<file path="src/rtl/core/srct_pkg.sv">
// ----------------------------------------------------------------------------
// srct_pkg
// Shared types and constants of the sorted range coalescing table.
// ----------------------------------------------------------------------------
package srct_pkg;

	localparam int MAX_RANGES = 64;
	localparam int INDEX_BITS = 24;
	localparam int ADDR_W     = $clog2(MAX_RANGES);
	localparam int CNT_W      = $clog2(MAX_RANGES + 1);

	// stream payload sizes
	localparam int CMD_W       = 1;
	localparam int STATUS_W    = 2;
	localparam int IN_BITS     = CMD_W + 2 * INDEX_BITS;
	localparam int IN_TDATA_W  = ((IN_BITS + 7) / 8) * 8;
	localparam int OUT_BITS    = STATUS_W + CNT_W;
	localparam int OUT_TDATA_W = ((OUT_BITS + 7) / 8) * 8;

	localparam logic CMD_ADD    = 1'b0;
	localparam logic CMD_REMOVE = 1'b1;

	typedef enum logic [STATUS_W-1:0] {
		ST_DONE     = 2'd0,
		ST_FULL     = 2'd1,
		ST_NOTFOUND = 2'd2
	} status_t;

	typedef struct packed {
		logic [INDEX_BITS-1:0] start;
		logic [INDEX_BITS-1:0] len;
	} entry_t;

	// access to the entry memory: one write and one read per cycle
	typedef struct packed {
		logic              we;
		logic [ADDR_W-1:0] waddr;
		entry_t            wdata;
		logic [ADDR_W-1:0] raddr;
	} mem_req_t;

endpackage

</file>
<file path="src/rtl/core/srct_mem.sv">
// ----------------------------------------------------------------------------
// srct_mem
// Range entry store: one write port, one read port, registered read data.
// ----------------------------------------------------------------------------
module srct_mem
	import srct_pkg::*;
(
	input  logic     clk,
	input  mem_req_t req,
	output entry_t   rdata
);

	entry_t mem [MAX_RANGES];
	entry_t rdata_q;

	always_ff @(posedge clk) begin
		if (req.we) begin
			mem[req.waddr] <= req.wdata;
		end
		rdata_q <= mem[req.raddr];
	end

	assign rdata = rdata_q;

endmodule

</file>
<file path="config.mk">
export PLATFORM = sky130hd
export DESIGN_NAME = srct_mem
export DESIGN_NICKNAME = d
export VERILOG_FILES = /design/src/rtl/core/srct_pkg.sv /design/src/rtl/core/srct_mem.sv
export SDC_FILE = /design/constraint.sdc
export NUM_CORES = 2
export LEC_CHECK = 0
export BUFFER_PORTS_ARGS = -buffer_cell sky130_fd_sc_hd__buf_2
export CAP_MARGIN = 20
export CORE_MARGIN = 4
export CORE_UTILIZATION = 43
export DETAILED_ROUTE_END_ITERATION = 10
export GPL_TIMING_DRIVEN = 0
export PLACE_DENSITY = 0.57
export SLEW_MARGIN = 20
export SYNTH_ARGS = -nofsm -noshare
export SYNTH_HDL_FRONTEND = slang
export SYNTH_SLANG_ARGS = --single-unit
</file>
<file path="constraint.sdc">
create_clock -name clk -period 14.3 [get_ports clk]
set_input_delay 2.86 -clock clk [delete_from_list [all_inputs] [get_ports clk]]
set_output_delay 2.86 -clock clk [all_outputs]
set_load 0.02 [all_outputs]
</file>
==> results.md <==
- Gr usage total: 0.2458
- Fmax: around 160 MHz
- CTS tree: yes
- CP max FO: 11
- Cts hold-fix bufs: 0
- HP Class: reg -> reg
- # DRC: 0
- Post-Synthesis Cells: ~5000
- Clock slew at reported path FFs: 60 ps
- Slew @ Worst Pin: approximately 1200 ps
- Antenna violations before repair: 21
- Final GP Congestion: between 0.8 and 0.9
- Gate power share: 0.054
- Final WL: roughly 350000 microns
- Syn_area_per_cell: 23.56 sq um
- Leak pwr: 42.72 nW
- Hold Path End: rdata[13]
- Worst VDD drop: about 96 uV
- Seq/Total Area, Yosys: 0.7959
- Std-Cell Rows: 191
- Latest clock arrival within the worst-skew pair: between 800 and 900 ps
- Fillers: around 21000
- RSZ-0062 raised after global routing: no
- Port bufs: about 100
- Crit path launch type: primary input
- WL per Instance: around 37 microns
- Hold Startpoint: mem[58][13]
- Power share of the clock group: 0.418
- DIE AREA: approximately 280000 sq um
- Most frequent cells in the layout: 3072 x edfxtp_1, 754 x mux4_2, 332 x clkbuf_16
- Worst setup margin: approximately 8000 ps
- Pwr per Cell Area: approximately 140 nW/um^2
- Worst hold margin: between 1000 and 1500 ps
- CP Cell Sequence: buf_2 -> buf_4 -> buf_4 -> buf_2 -> nand3b_1 -> o221ai_1 -> a21oi_1 -> nor2_1 -> a221oi_1
- Crit path kind: in -> reg
- Clk sink count: about 3100
- Post-synth cell types: 36
- Core area: about 270000 sq um
- Most common cell after layout, fill and taps aside: edfxtp_1
- Initial Util: 0.4322
- Seq pwr share: 0.528
- Final hold viol count: 0
- Root Driver: clkbuf_16
- Slew headroom: 0.1739
- CP max-delay cell: nand3b_1
- Final Slew Violations: 0
- Final Skew: between 30 and 40 ps
- P_int: roughly 15 mW
- Die Y: 529.9 microns
- FF-to-FF setup slack: between 10000 and 15000 ps
- Period utilization: 0.4415
- Final nets: around 5700
- H-tree depth: 5
- R2R depth: 5
- DP Wirelength: around 230000 microns
- Initial DRC Count: just over 8000
- Vias in the first global route: 58031
- Hold Crit Depth: 4
- Family with the most delay on the worst path: simple AND/OR/NAND/NOR gates
- DR vias: 58412
- Area Growth Syn to Fin: 17.07%
- Max clock buf depth: 4
- ANT nets after route: 0
- # Max-Cap Violations: 0
- Worst EP required: 14970 ps
- Global route overflow: 0
- Setup crit end kind: flop
- CP max stage delay: around 900 ps
- Switching Fraction: 0.2182
- Worst r2r dst: rdata[34]
- Post-Route Setup TNS: 0 ps
- Yosys Warn Count: 0
- Post-layout min period: between 6000 and 7000 ps
- Largest net degree at the start of global routing: 65
- Buf/Inv on CP: 4
- Mapped cell area: 117100 sq um
- Postcts setup bufs: 0
- Final Cell Area: approximately 140000 sq um
- Mapped Nets: about 5000
- First-pass detailed-route iteration total: 5
- IO Count: between 100 and 150
- Post-CTS sizing: 0
- Sw Pwr: around 4.2 mW
- Die width: approximately 530 microns
- Dpl cell area: 127000 sq um
- #FFs+latches synth: 3120
- Num CTS Buffers: 324
- Global-route wire length before repair: 477600 microns
- Share of cells above drive strength 1: 0.3041
- Reg2reg start: mem[55][34]
- Dpl ws: between 7000 and 8000 ps
- DR vias/cell: slightly above 6
- Status: finished clean
- Endpoint arrival time on the critical path: between 6000 and 7000 ps
- Setup violators final: 0
-- cell type report --
| type | count | area [sq um] | area share |
|---|---|---|---|
| Timing Repair Buffer | 313 | 5052 | 0.03685 |
| Multi-Input combinational cell | 1568 | 22890 | 0.1669 |
| Buffer | 282 | 1515 | 0.01105 |
| Clock buffer | 421 | 8732 | 0.06369 |
| Clock inverter | 163 | 1211 | 0.008833 |
| Sequential cell | 3120 | 93210 | 0.6798 |
| Tap cell | 3570 | 4467 | 0.03258 |
| Antenna cell | 15 | 37.54 | 0.0002738 |
-- synth_stat cells --
| cell type | count | area, sq um |
|---|---|---|
| nand3_1 | 7 | 35.03 |
| or3b_2 | 4 | 35.03 |
| and2_1 | 3 | 18.77 |
| mux2i_1 | 63 | 630.6 |
| nand4_1 | 2 | 12.51 |
| nand3b_1 | 5 | 37.54 |
| nor3_1 | 3 | 15.01 |
| nand4b_1 | 1 | 8.760 |
| a311o_1 | 1 | 10.01 |
| a311oi_1 | 11 | 96.34 |
| a31o_2 | 5 | 43.79 |
| a21oi_1 | 74 | 370.4 |
| buf_6 | 11 | 123.9 |
| a22oi_1 | 72 | 540.5 |
| o221ai_1 | 28 | 245.2 |
| buf_1 | 12 | 45.04 |
| a22o_1 | 57 | 499.2 |
| clkbuf_1 | 98 | 367.9 |
| or2_2 | 3 | 18.77 |
| and3_1 | 1 | 6.260 |
| clkbuf_2 | 1 | 5.000 |
| edfxtp_1 | 3072 | 92250 |
| a31oi_1 | 1 | 6.260 |
| nand2_1 | 55 | 206.5 |
| mux2_2 | 12 | 135.1 |
| mux4_2 | 754 | 16980 |
| a221oi_1 | 83 | 727.0 |
| a211oi_1 | 32 | 240.2 |
| buf_4 | 62 | 465.5 |
| nand2b_1 | 10 | 62.56 |
| o22ai_1 | 122 | 763.2 |
| nor2b_1 | 24 | 150.1 |
| nor2_1 | 132 | 495.5 |
| dfxtp_1 | 48 | 960.9 |
| buf_2 | 98 | 490.5 |
| or3_1 | 3 | 18.77 |
-- power by group through the flow --
stage               Clock (mW)  Combinational, mW  Sequential [mW]
detailed placement           0               1.05             10.3
global placement             0               1.01             10.3
CTS                       8.14               1.05             10.1
floorplan                    0              0.484             10.4
finish                    8.04               1.05             10.1
global route              8.53               1.09             10.1
-- registers in the layout (all words and copies together) (netlist names) --
name	cells
mem	3072
rdata	48
-- worst reg2reg max path, cell delays in order, from the launching register on --
cell and delay [ps]:
edfxtp_1 360, mux4_2 490, o221ai_1 200, a21oi_1 110, nor2_1 840, a221oi_1 280
-- kinds of logic after synthesis --
| logic type | share of synthesized area |
|---|---|
| compound gates | 0.03024 |
| buf+inv | 0.01279 |
| flops | 0.7959 |
| mux | 0.1515 |
| simple gates | 0.009572 |
-- metal layers --
metal | global-route usage | up-vias | wire length (microns)
li1 | - | 22863 | -
met1 | 0.3532 | 31964 | 140800
met2 | 0.3907 | 3091 | 165100
met3 | 0.04168 | 490 | 29400
met4 | 0.07087 | 4 | 11050
met5 | 0 | - | 26
-- through the flow --
step           std cells    util  power [mW]
2_1_floorplan       4970       -       10.85
3_3_place_gp        8641  0.4505       11.35
3_5_place_dp        8850  0.4687       11.39
4_1_cts             9434  0.5054       19.34
5_1_grt             9442  0.5058       19.76
6_report            9452  0.5059       19.22
-- how the worst max path moves through the flow --
stage / start / endpoint / slack [ps] / depth (start not counted)
floorplan: req[57] / mem[48][0] / 7160 / 4
global placement: req[57] / mem[48][21] / 1890 / 4
detailed placement: req[1] / rdata[34] / 7220 / 9
CTS: req[1] / rdata[34] / 8180 / 9
global route: req[1] / rdata[34] / 8110 / 9
finish: req[1] / rdata[34] / 7990 / 9
Power figures use the tool's default switching activity.
